### src/sv/drrp_pkg.sv
// Shared constants, request and insertion types for the DRRIP replacement block.
package drrp_pkg;

  localparam int DRRP_NUM_SETS       = 2048;
  localparam int DRRP_NUM_WAYS       = 16;
  localparam int DRRP_SELECTOR_BITS  = 10;
  localparam int DRRP_SAMPLE_SPACING = 64;

  localparam int SET_IN_W = 11;
  localparam int WAY_IN_W = 4;
  localparam int VICTIM_W = 4;
  localparam int RRPV_W   = 2;
  localparam int FILL_W   = 5;

  localparam logic [RRPV_W-1:0] RRPV_MAX  = 2'd3;
  localparam logic [RRPV_W-1:0] RRPV_LONG = 2'd2;
  localparam logic [RRPV_W-1:0] RRPV_NEAR = 2'd0;

  localparam logic OP_FIND   = 1'b0;
  localparam logic OP_UPDATE = 1'b1;

  typedef struct packed {
    logic                op;
    logic [WAY_IN_W-1:0] way;
    logic                hit;
  } drrp_req_t;

  typedef struct packed {
    logic [RRPV_W-1:0] rrpv;
    logic              srrip;
  } drrp_ins_t;

  // Remainder of a set number by a constant modulus m: multiply by the
  // rounded-up reciprocal rcp = 2^sh / m, shift to get the quotient, then
  // multiply back and subtract. With sh = SET_IN_W + clog2(m) the quotient
  // is exact over the whole set number range.
  function automatic logic [SET_IN_W-1:0] drrp_mod(input logic [SET_IN_W-1:0] v,
                                                   input int unsigned m,
                                                   input int unsigned rcp,
                                                   input int unsigned sh);
    int unsigned q;
    q = (32'(v) * rcp) >> sh;
    return SET_IN_W'(32'(v) - q * m);
  endfunction

endpackage

### src/sv/drrp_policy.sv
// Set dueling: policy selector, bimodal fill counter and insertion choice.
module drrp_policy
  import drrp_pkg::*;
#(
  parameter int SELECTOR_BITS  = DRRP_SELECTOR_BITS,
  parameter int SAMPLE_SPACING = DRRP_SAMPLE_SPACING
) (
  input  logic                clk,
  input  logic                rst,
  input  logic                fire,
  input  logic [SET_IN_W-1:0] set_idx,
  input  logic                hit,
  output drrp_ins_t           ins
);

  localparam logic [SELECTOR_BITS-1:0] SEL_MAX  = {SELECTOR_BITS{1'b1}};
  localparam logic [SELECTOR_BITS-1:0] SEL_INIT = SEL_MAX >> 1;
  localparam int unsigned SPC_SH  = SET_IN_W + $clog2(SAMPLE_SPACING);
  localparam int unsigned SPC_RCP =
    32'(((64'd1 << SPC_SH) + SAMPLE_SPACING - 1) / SAMPLE_SPACING);

  logic [SELECTOR_BITS-1:0] sel;
  logic [FILL_W-1:0]        fill_cnt;
  logic [SET_IN_W-1:0]      rem;
  logic                     in_srrip_group, in_brrip_group, use_s;

  always_comb begin
    rem            = drrp_mod(set_idx, SAMPLE_SPACING, SPC_RCP, SPC_SH);
    in_srrip_group = (rem == SET_IN_W'(0));
    in_brrip_group = (rem == SET_IN_W'(1));
    use_s = in_srrip_group || (!in_brrip_group && (sel >= SEL_INIT));
    if (hit) begin
      ins.rrpv  = RRPV_NEAR;
      ins.srrip = 1'b0;
    end else if (use_s) begin
      ins.rrpv  = RRPV_LONG;
      ins.srrip = 1'b1;
    end else begin
      // Every 32nd bimodal fill lands at long instead of distant.
      ins.rrpv  = (fill_cnt == '1) ? RRPV_LONG : RRPV_MAX;
      ins.srrip = 1'b0;
    end
  end

  always_ff @(posedge clk) begin
    if (rst) begin
      sel      <= SEL_INIT;
      fill_cnt <= '0;
    end else if (fire) begin
      if (hit) begin
        if (in_srrip_group && (sel != SEL_MAX)) begin
          sel <= sel + 1'b1;
        end else if (in_brrip_group && (sel != '0)) begin
          sel <= sel - 1'b1;
        end
      end else if (!use_s) begin
        fill_cnt <= fill_cnt + 1'b1;
      end
    end
  end

endmodule

### config.mk
export PLATFORM = sky130hd
export DESIGN_NAME = drrp_policy
export DESIGN_NICKNAME = d
export VERILOG_FILES = /design/src/sv/drrp_pkg.sv /design/src/sv/drrp_policy.sv
export SDC_FILE = /design/constraint.sdc
export NUM_CORES = 1
export LEC_CHECK = 0
export BUFFER_PORTS_ARGS = -buffer_cell sky130_fd_sc_hd__clkbuf_2
export CAP_MARGIN = 20
export CORE_ASPECT_RATIO = 1.2
export CORE_MARGIN = 8
export CORE_UTILIZATION = 55
export CTS_CLUSTER_DIAMETER = 120
export DETAILED_ROUTE_END_ITERATION = 12
export MAX_ROUTING_LAYER = met4
export PLACE_DENSITY_LB_ADDON = 0.3
export SLEW_MARGIN = 30
export SYNTH_ARGS = -nofsm -noshare
export SYNTH_HDL_FRONTEND = slang
export SYNTH_SLANG_ARGS = --single-unit
### constraint.sdc
create_clock -name clk -period 2.7 [get_ports clk]
set_input_delay 0 -clock clk [delete_from_list [all_inputs] [get_ports clk]]
set_output_delay 0 -clock clk [all_outputs]
set_load 0.02 [all_outputs]
==> results.cfg <==
[status]
outcome = finished, final reports clean

[cts]
cts_setup_buffers = 0
clk_pin_slew_worst_paths_ns = 0.08
cts_tree = built
clockRootBuffer = clkbuf_4
cts_sinks = 15
post_cts_resized = 0
cts_buffers = 3
cts_max_level = 1
clkLatencyLatePin_ns = 0.28
clock_path_buffers = 2
cts.hold.buffers_added = 0

[sta]
fin_hold_ws_ns = 0.0501
hold_viol = 0
tightest_slew_ns = 0.536
max_slew_margin_pct = 64.0
finalSetupTns_ns = 0
layout_min_cycle_time_ns = 2.55
max_freq_mhz = 393
fin_ws_ns = 0.153
slew_viol_final = 0
post-route-period-util_pct = 94.3
worst_clock_skew_ns = 0.00437
rsz0062_at_grt = no
setup_viol = 0

[power]
pwr-share-seq_pct = 56.5
p_leak_nw = 0.569
design_power_total_uw = 397
internal_power_uw = 300
ir_drop_mv = 0.186
power.switching_uw = 96.6
swShare_pct = 24.4
power_density_nw_per_um2 = 310
p_comb_share_pct = 12.3
clockPowerShare_pct = 31.2

[critical_path]
crit_buf_inv = 1
start_kind = flip-flop
worst_setup_path_end_kind = flip-flop
critical_path_arrival_ns = 2.71
worstPathCellList = nand4_1, or4_1, nand2_2, inv_1, fa_1, nor2b_1, o31ai_2, a2bb2oi_1, xnor2_1, o21ai_0
cp_max_fo = 6
max_stage_delay_ns = 0.52
crit_family = simple AND/OR/NAND/NOR gates
worstSetupPathType = flip-flop to flip-flop
slowest_stage = or4_1
crit_required_ns = 2.87

[global_routing]
grt_max_degree = 11
grt_usage_pct = 13.3
grt-ovfl-total = 0
antenna_found_initial = 0
grt_pass1_vias = 975
grt_pass1_wl_mm = 4.04

[routing]
avgRoutedWirePerCell_um = 13.9
drt-total-wl_mm = 2.40
drtIter0Drc = 19
wl_met3_um = 145
vias = 1044
post-route-drc-count = 0
top_layer = met4
viasPerCell = 6.03
wl_met1_mm = 1.02
detail-route-antenna-nets = 0
dr_wl_met2_mm = 1.20
drt_pre_antenna_iters = 4

[synth]
synth.top_cell.area_share_pct = 27.2
syn_avg_cell_area_sq_um = 8.37
netlist_top_cells_area = dfxtp_1 (27%), ha_1 (11%), a21oi_1 (5.4%), nand2_1 (5.1%), xnor2_1 (4.0%)
synth_top_area_cell = dfxtp_1
synthCells = 132
ys_seq_area_share_pct = 27.2
syn_area_sq_um = 1100
ys.warnings.count = 0
synth_fp_nets = 158
synth_cell_types = 39
ys_ff_latch = 15

[finish]
area_growth_pct = 15.6
fin_area_sq_um = 1280
diodes = 0
fin_cells = 173
fillers = 161
post-route-util_pct = 68.2
layout-drive-gt1-share_pct = 21.4
nets = 181

[floorplan]
start_util_pct = 59.0
rows = 17
core_area_sq_um = 1870
die-area_sq_um = 3700
die_x_um = 56.9
pin_count = 18
dieHeight_um = 65.1

[place]
placed_area_sq_um = 1240
gp_congestion = 0.869
portBuffers = 12
post-dp-hpwl_mm = 1.96
pre_cts_ws_ns = 0.0872
dp.cells = 169

[flow_run]
maxCapViolCount = 0

[min_path]
hold_class = input pin to flip-flop
==> synthesized netlist by cell type <==
library cell and count:
a22oi_2 1, a2111oi_4 1, a2bb2oi_1 1, o211ai_1 3, mux2_2 1, or2_4 1, nor2b_1 2, mux2i_1 2
a21o_1 4, nand2_1 15, nor4b_2 1, nand4_1 4, o311ai_0 1, buf_1 1, nand3b_1 2, buf_2 1
inv_1 7, nand3_1 4, or4_1 1, o21ai_0 4, fa_1 1, ha_1 10, a211o_1 1, nor2_1 9
a211oi_1 1, xnor2_1 5, nor3b_1 1, nor4_1 4, nor3_1 3, and3_1 2, clkinv_1 1, or4_4 1
o31ai_1 3, o21a_1 2, dfxtp_1 15, a21oi_1 12, o2111ai_1 2, a21bo_2 1, xor2_1 1
==> power groups by stage <==
| stage | logic [mW] | registers (mW) | clock network [mW] |
|---|---|---|---|
| finish | 0.0488 | 0.224 | 0.124 |
| global route | 0.0538 | 0.224 | 0.135 |
| CTS | 0.0484 | 0.224 | 0.128 |
| detailed placement | 0.0481 | 0.229 | 0 |
| global placement | 0.0461 | 0.229 | 0 |
| floorplan | 0.0301 | 0.229 | 0 |
==> sequential cells by signal (all words and copies together), names as in the netlist <==
name      cells
sel          10
fill_cnt      5
==> routing by layer <==
metal | global-route usage [%] | vias to the layer above
li1 | - | 540
met2 | 22.1 | 28
met3 | 3.65 | 4
met5 | - | -
met4 | 6.76 | 0
met1 | 14.2 | 472
==> layout make-up <==
cell class / count / area, sq um / share of cell area [%]
multi-input combinational: 107 / 777 / 60.8
tap: 19 / 23.8 / 1.86
sequential: 15 / 300 / 23.5
clock buffer: 4 / 26.3 / 2.06
timing repair buffer: 20 / 120 / 9.40
inverter: 8 / 30.0 / 2.35
==> logic make-up (layout without fill, tap and decap cells) <==
family                     Yosys count  count (layout)  share of synthesized area (%)
and+or+nand+nor                     50              50                           24.0
AOI/OAI and AO/OA                   37              37                           24.6
DFF                                 15              15                           27.2
adders and majority gates           11              11                           13.1
buffers and inverters               10              32                           3.51
xor gates and xnor gates             6               6                           4.76
muxes                                3               3                           2.83
==> placed cells by master, fill, tap and decap left out, types with 2 or more instances in the layout <==
master,count
o21ai_0,4
clkbuf_4,3
xnor2_1,5
buf_4,8
and3_1,2
a21o_1,4
nand3_1,4
nor3_1,3
nand4_1,4
nand3b_1,2
o31ai_1,2
inv_1,7
nand2_1,14
a21oi_1,11
o21a_1,2
o211ai_1,3
clkbuf_2,12
ha_1,10
nor2_1,9
o2111ai_1,2
nor2b_1,2
mux2i_1,2
dfxtp_1,15
nor4_1,4
==> worst paths after layout <==
check	depth (start not counted)	endpoint	startpoint	slack, ns
max	10	sel[8]	sel[7]	0.15
min	2	fill_cnt[3]	rst	0.05
max reg2reg	10	sel[8]	sel[7]	0.15
min reg2reg	2	fill_cnt[4]	fill_cnt[4]	0.52
Power figures use the tool's default switching activity.
