**src/sv/drrp_pkg.sv**
```systemverilog
// Shared constants, request and insertion types for the DRRIP replacement block.
package drrp_pkg;

  localparam int DRRP_NUM_SETS       = 2048;
  localparam int DRRP_NUM_WAYS       = 16;
  localparam int DRRP_SELECTOR_BITS  = 10;
  localparam int DRRP_SAMPLE_SPACING = 64;

  localparam int SET_IN_W = 11;
  localparam int WAY_IN_W = 4;
  localparam int VICTIM_W = 4;
  localparam int RRPV_W   = 2;
  localparam int FILL_W   = 5;

  localparam logic [RRPV_W-1:0] RRPV_MAX  = 2'd3;
  localparam logic [RRPV_W-1:0] RRPV_LONG = 2'd2;
  localparam logic [RRPV_W-1:0] RRPV_NEAR = 2'd0;

  localparam logic OP_FIND   = 1'b0;
  localparam logic OP_UPDATE = 1'b1;

  typedef struct packed {
    logic                op;
    logic [WAY_IN_W-1:0] way;
    logic                hit;
  } drrp_req_t;

  typedef struct packed {
    logic [RRPV_W-1:0] rrpv;
    logic              srrip;
  } drrp_ins_t;

  // Remainder of a set number by a constant modulus m: multiply by the
  // rounded-up reciprocal rcp = 2^sh / m, shift to get the quotient, then
  // multiply back and subtract. With sh = SET_IN_W + clog2(m) the quotient
  // is exact over the whole set number range.
  function automatic logic [SET_IN_W-1:0] drrp_mod(input logic [SET_IN_W-1:0] v,
                                                   input int unsigned m,
                                                   input int unsigned rcp,
                                                   input int unsigned sh);
    int unsigned q;
    q = (32'(v) * rcp) >> sh;
    return SET_IN_W'(32'(v) - q * m);
  endfunction

endpackage

```
**src/sv/drrp_row_update.sv**
```systemverilog
// Row modify logic: ages a set for a victim search or writes one way's RRPV.
module drrp_row_update
  import drrp_pkg::*;
#(
  parameter int NUM_WAYS = DRRP_NUM_WAYS
) (
  input  logic [RRPV_W*NUM_WAYS-1:0]    row,
  input  drrp_req_t                     req,
  input  drrp_ins_t                     ins,
  output logic [RRPV_W*NUM_WAYS-1:0]    row_new,
  output logic [$clog2(NUM_WAYS)-1:0]   victim
);

  localparam int WAY_W = $clog2(NUM_WAYS);

  logic [NUM_WAYS-1:0] is3, is2, is1, match;
  logic [RRPV_W-1:0]   top;
  logic [RRPV_W-1:0]   add;

  always_comb begin
    for (int w = 0; w < NUM_WAYS; w++) begin
      is3[w] = (row[RRPV_W*w +: RRPV_W] == 2'd3);
      is2[w] = (row[RRPV_W*w +: RRPV_W] == 2'd2);
      is1[w] = (row[RRPV_W*w +: RRPV_W] == 2'd1);
    end
    priority if (|is3) begin
      top = 2'd3;
    end else if (|is2) begin
      top = 2'd2;
    end else if (|is1) begin
      top = 2'd1;
    end else begin
      top = 2'd0;
    end
    add = RRPV_MAX - top;

    // Ways at the set's maximum reach 3 after aging; take the lowest one.
    for (int w = 0; w < NUM_WAYS; w++) begin
      match[w] = (row[RRPV_W*w +: RRPV_W] == top);
    end
    victim = '0;
    for (int w = NUM_WAYS - 1; w >= 0; w--) begin
      if (match[w]) begin
        victim = WAY_W'(w);
      end
    end

    row_new = row;
    if (req.op == OP_FIND) begin
      for (int w = 0; w < NUM_WAYS; w++) begin
        row_new[RRPV_W*w +: RRPV_W] = row[RRPV_W*w +: RRPV_W] + add;
      end
    end else begin
      // A way number past the set's width matches nothing: row stays intact.
      for (int w = 0; w < NUM_WAYS; w++) begin
        if (int'(req.way) == w) begin
          row_new[RRPV_W*w +: RRPV_W] = ins.rrpv;
        end
      end
    end
  end

endmodule

```
**config.mk**
```make
export PLATFORM = sky130hd
export DESIGN_NAME = drrp_row_update
export DESIGN_NICKNAME = d
export VERILOG_FILES = /design/src/sv/drrp_pkg.sv /design/src/sv/drrp_row_update.sv
export SDC_FILE = /design/constraint.sdc
export NUM_CORES = 1
export LEC_CHECK = 0
export BUFFER_PORTS_ARGS = -buffer_cell sky130_fd_sc_hd__buf_4
export CORE_UTILIZATION = 50
export DETAILED_ROUTE_END_ITERATION = 6
export PLACE_DENSITY_LB_ADDON = 0.1
export SLEW_MARGIN = 30
export SYNTH_ARGS = -nofsm -noshare
export SYNTH_HDL_FRONTEND = slang
export SYNTH_SLANG_ARGS = --single-unit
```
**constraint.sdc**
```tcl
create_clock -name vclk -period 5.8
set_input_delay 0.87 -clock vclk [all_inputs]
set_output_delay 0.87 -clock vclk [all_outputs]
set_load 0.005 [all_outputs]
```
==> results of run 1 <==
==> worst max path at each step <==
stage / start / endpoint / slack (ns) / cells past startpoint
floorplan: row[8] / victim[0] / 1.14 / 9
global placement: row[8] / victim[0] / 1.69 / 12
detailed placement: row[8] / victim[0] / 1.70 / 12
CTS: row[8] / victim[0] / 1.68 / 12
global route: row[10] / victim[3] / 1.45 / 11
finish: row[2] / victim[0] / 1.68 / 12
==> critical path: stages <==
cell,delay [ns]
buf_4,0.14
a22o_1,0.24
a221oi_1,0.21
and4_1,0.23
a21boi_1,0.20
buf_4,0.21
ha_1,0.25
o21ai_0,0.20
a21bo_2,0.28
a21o_1,0.17
o21ai_1,0.11
buf_4,0.12
==> cells in the final DEF (no fill, tap or decap), types with 2 or more instances in the layout <==
cell / n
ha_1: 18
nand2_1: 15
nor2_1: 56
o21ai_2: 2
inv_1: 16
a22o_1: 4
o22ai_1: 6
a211oi_2: 7
buf_4: 78
a221oi_1: 5
a21oi_2: 6
a21oi_1: 32
mux2i_1: 11
a211oi_1: 3
nand2b_1: 17
nor3_1: 18
nor3b_2: 6
o21ai_0: 21
nand3_1: 9
o21ai_1: 8
o31ai_1: 2
o2111ai_1: 4
nor3b_1: 2
o21a_1: 5
o211ai_1: 3
nor2b_1: 13
nor4_1: 3
nand4_1: 3
==> logic make-up (layout without fill, tap and decap cells) <==
group	after synthesis	in the layout	share of synthesized area [%]
compound gates	115	115	37.4
buf+inv	37	95	9.12
fa+ha+maj	18	18	10.9
mux	11	11	5.32
simple gates	149	149	37.3
==> synthesized netlist by cell type (2+ instances only) <==
library cell  count
o21ai_0          21
nor3b_1           2
nand2_1          15
ha_1             18
nor3b_2           6
o21a_1            5
inv_1            16
buf_1             3
nand2b_1         17
a21boi_0          2
a22o_1            4
o211ai_1          3
nor2_1           56
a21oi_1          32
o21ai_2           2
nand3_1           9
nor3_1           18
nand4_1           3
a211oi_2          7
o2111ai_1         4
o22ai_1           6
clkbuf_1         10
buf_2             3
buf_8             2
a21oi_2           6
nor2b_1          14
o31ai_1           2
o21ai_1           8
nor4_1            3
mux2i_1          11
a221oi_1          5
a211oi_1          3
==> final cells by class <==
cell class | instances | area [um2]
Inverter | 17 | 63.8
Timing Repair Buffer | 78 | 586
Tap cell | 50 | 62.6
Fill cell | 403 | 1400
Multi-Input combinational cell | 293 | 1880
==> routing by layer <==
metal | up-vias | part of all wire [%] | wire length, um | GRT usage (%)
li1 | 1322 | - | - | -
met1 | 1223 | 46 | 3170 | 43.5
met2 | 124 | 47 | 3240 | 54.2
met3 | 6 | 6.6 | 458 | 0.517
met4 | 0 | 1.2 | 81 | 4.79
met5 | - | 0 | 0 | 0
==> power by group <==
group	switching, uW	internal, uW
combinational	96.0	86.8
sequential	0	0
clock	0	0
total	96.0	86.8
==> metrics by stage <==
stage               hold WS [ns]  worst slack (ns)  area, um2
global route                2.10              1.45       2600
floorplan                   1.84              1.14       2070
global placement            2.09              1.69       2590
CTS                         2.09              1.68       2600
finish                      2.09              1.68       2600
detailed placement          2.09              1.70       2600
==> impl_metrics.ini, run 1 <==
[sta]
period_minus_slack_ns = 4.12
relSlewSlack_pct = 45.4
maxClockFrequency_mhz = 243
setup_tns_ns = 0
hold_violations = 0
rsz0062_at_grt = false
worst_pin_slew_ns = 0.819
drv_slew = 0
period_share_pct = 71.0
setup_viol = 0

[final_layout]
clkbuf_count = 0
fin_cells = 438
regArea_um2 = 0
drive_gt1_share_pct = 26.8
final_util_pct = 64.9
syn2layout_area_growth_pct = 25.4
diodes = 0
nets = 449
seq_cell_count = 0

[clock_network]
postCtsSetupBuffers = 0
cts_resized = 0
postCtsHoldBufs = 0

[logic_synthesis]
ys_top_cells_by_area = ha_1 11%, nor2_1 10%, a21oi_1 7.7%
seq_area_frac_synth_pct = 0
synth_area_leader_cell = ha_1
yosysUniqueCellTypes = 46
yosysTopAreaCellShare_pct = 10.9
syn_area_mm2 = 0.00207
synth.net_count = 389
synth_warnings = 0
avgSynthCellArea_um2 = 6.27
syn_inst = 330

[global_routing]
grt_pass1_vias = 2225
grt_start_max_net_pins = 82
grt-ovfl-total = 0
grtUsageTotal_pct = 31.3
antenna_found_initial = 0
grt_pass1_wl_um = 10700

[worst_setup_path]
crit_required_ns = 4.93
startpoint_type = input port
critical_path_peak_fanout = 8
setup.worst_path.class = input port to output pin
end_kind = output pin
arrival_ns = 3.25

[drt]
drc = 0
avgViaCountPerCell = 6.11
detail_route.iter0.violations = 237
ant_nets = 0
wire_per_inst_um = 15.9
drt_pass1_iterations = 5
vias = 2675
wl_um = 6950

[power]
p_per_area_mw_per_mm2 = 70.4
peakVddDrop_mv = 0.0306
p_leak_uw = 0.00119
fin_total_pwr_uw = 183

[hold_path]
min_from = row[25]
hold_path.class = input port to output pin
whs_path_depth = 4
worstHoldEndpoint = row_new[25]

[placement]
dp_cells = 438
port_buffers = 75
place.gp.congestion = 0.899
place_hpwl_um = 5320

[job]
drv_cap = 0

[floorplan]
fp.dieH_um = 66.4
pin_count = 77
dieArea_mm2 = 0.00440
die_w_um = 66.4
num_rows = 23
floorplan.initialDensity_pct = 51.8
coreArea_mm2 = 0.00400

[run_status]
outcome = finished, final reports clean
(Power assumes the default switching activity.)
==> run 2: changes to the inputs <==
--- a/config.mk
+++ b/config.mk
@@ -6,7 +6,7 @@
 export NUM_CORES = 1
 export LEC_CHECK = 0
 export BUFFER_PORTS_ARGS = -buffer_cell sky130_fd_sc_hd__buf_4
-export CORE_UTILIZATION = 50
+export CORE_UTILIZATION = 48
 export DETAILED_ROUTE_END_ITERATION = 6
 export PLACE_DENSITY_LB_ADDON = 0.1
 export SLEW_MARGIN = 30
==> constraint.sdc (replaced) <==
create_clock -name vclk -period 3.5
set_input_delay 0.525 -clock vclk [all_inputs]
set_output_delay 0.525 -clock vclk [all_outputs]
set_load 0.005 [all_outputs]
==> run 2 against run 1 <==
Die area up 4.0%. Utilization up 0.81 points. Final area up 2.7%. Hold slack worse by 0.68 ns. Global-route usage up 0.48 points. Clock-buffer cell count unchanged. Critical path type unchanged. Critical endpoint is now victim[2]. Largest cell class unchanged.
==> impl_metrics.ini, run 2 (synthesis gave the netlist of run 1 again) <==
[sta]
hold_ws_ns = 1.41
rsz0062_at_grt = true
relSlewSlack_pct = 50.7
maxClockFrequency_mhz = 297
hold_violations = 0
setup_tns_ns = 0
period_share_pct = 96.1
period_minus_slack_ns = 3.36
drv_slew = 0
setup_viol = 0
worst_pin_slew_ns = 0.739

[final_layout]
mostFrequentLayoutCells = 83 x buf_4, 56 x nor2_1, 32 x a21oi_1
multi_input_area_mm2 = 0.00191
final_common_cell = buf_4
nets = 455
seq_cell_count = 0
regArea_um2 = 0
syn2layout_area_growth_pct = 28.8
diodes = 0
drive_gt1_share_pct = 28.9
n_fill_cell = 393
clkbuf_count = 0
fin_cells = 444

[power]
p_leak_uw = 0.00122
p_per_area_mw_per_mm2 = 116
peakVddDrop_mv = 0.0460

[hold_path]
hold_path.class = input port to output pin

[job]
drv_cap = 0

[global_routing]
grt_pass1_vias = 2296
grt-ovfl-total = 0
grtUsageTotal_pct = 31.8
antenna_found_initial = 0
grt_start_max_net_pins = 75
grt_pass1_wl_um = 11100

[drt]
drt_pass1_iterations = 5
drc = 0
vias = 2709
wire_per_inst_um = 15.9
wl_um = 7040
ant_nets = 0
avgViaCountPerCell = 6.10
detail_route.iter0.violations = 318

[floorplan]
coreArea_mm2 = 0.00406
dieArea_mm2 = 0.00458
num_rows = 23
fp.dieH_um = 67.7
pin_count = 77
floorplan.initialDensity_pct = 51.0
die_w_um = 67.7

[worst_setup_path]
startpoint_type = input port
critical_path_peak_fanout = 6
cp-endpoint = victim[2]
end_kind = output pin
setup.worst_path.class = input port to output pin
arrival_ns = 2.84
crit_required_ns = 2.97
crit_start = row[1]

[placement]
dp_cells = 444
place.gp.congestion = 0.932
place_hpwl_um = 5470
port_buffers = 75

[clock_network]
postCtsHoldBufs = 0

[run_status]
outcome = finished, final reports clean
==> run 2: what timing repair did <==
item | 4_1_cts | 5_1_grt
resized for setup | 0 | 7
buffers inserted | 0 | 0
setup endpoints to repair | 0 | 4
==> run 2: how the worst min path moves through the flow <==
stage	endpoint	slack, ns	cells after the start	from
6_report	row_new[7]	1.41	4	row[7]
5_1_grt	row_new[7]	1.44	4	row[7]
4_1_cts	row_new[25]	1.41	4	row[25]
3_5_place_dp	row_new[25]	1.41	4	row[25]
3_3_place_gp	row_new[15]	1.41	4	row[15]
2_1_floorplan	row_new[19]	1.15	2	row[19]
==> run 2: worst max-delay path: stages <==
cell      delay (ns)
buf_4           0.14
a22o_1          0.23
a221oi_2        0.20
and4_1          0.24
a21boi_2        0.23
buf_4           0.16
ha_1            0.23
o21ai_0         0.24
nand2_1         0.18
a211oi_1        0.25
nor2_1          0.07
buf_4           0.13
==> run 2: layout make-up <==
class,instances,area share [%]
multi-input combinational,293,71.5
timing repair buffer,84,23.8
inverter,17,2.39
tap,50,2.35
==> run 2: per-layer routing <==
| metal | vias to the layer above | global-route usage, % | wire length, um |
|---|---|---|---|
| met1 | 1237 | 43.6 | 3130 |
| met3 | 8 | 3.72 | 552 |
| met2 | 122 | 52.0 | 3250 |
| met4 | 0 | 7.45 | 108 |
| li1 | 1342 | - | - |
| met5 | - | 0 | 0 |
==> run 2: per-stage QoR <==
| step | utilization (%) | setup WS [ns] | total power [uW] | area, um2 |
|---|---|---|---|---|
| finish | 65.7 | 0.135 | 310 | 2670 |
| global route | 65.7 | 0.00395 | 343 | 2670 |
| CTS | 65.1 | 0.0853 | 303 | 2640 |
| detailed placement | 65.1 | 0.112 | 302 | 2640 |
| global placement | 65.1 | 0.110 | 299 | 2640 |
| floorplan | - | 0.299 | 159 | 2070 |
==> run 2: report_power, final <==
| part | internal [uW] | leakage, uW | total, uW | switching (uW) |
|---|---|---|---|---|
| registers | 0 | 0 | 0 | 0 |
| logic | 148 | 0.00122 | 310 | 163 |
| clock network | 0 | 0 | 0 | 0 |
| total | 148 | 0.00122 | 310 | 163 |
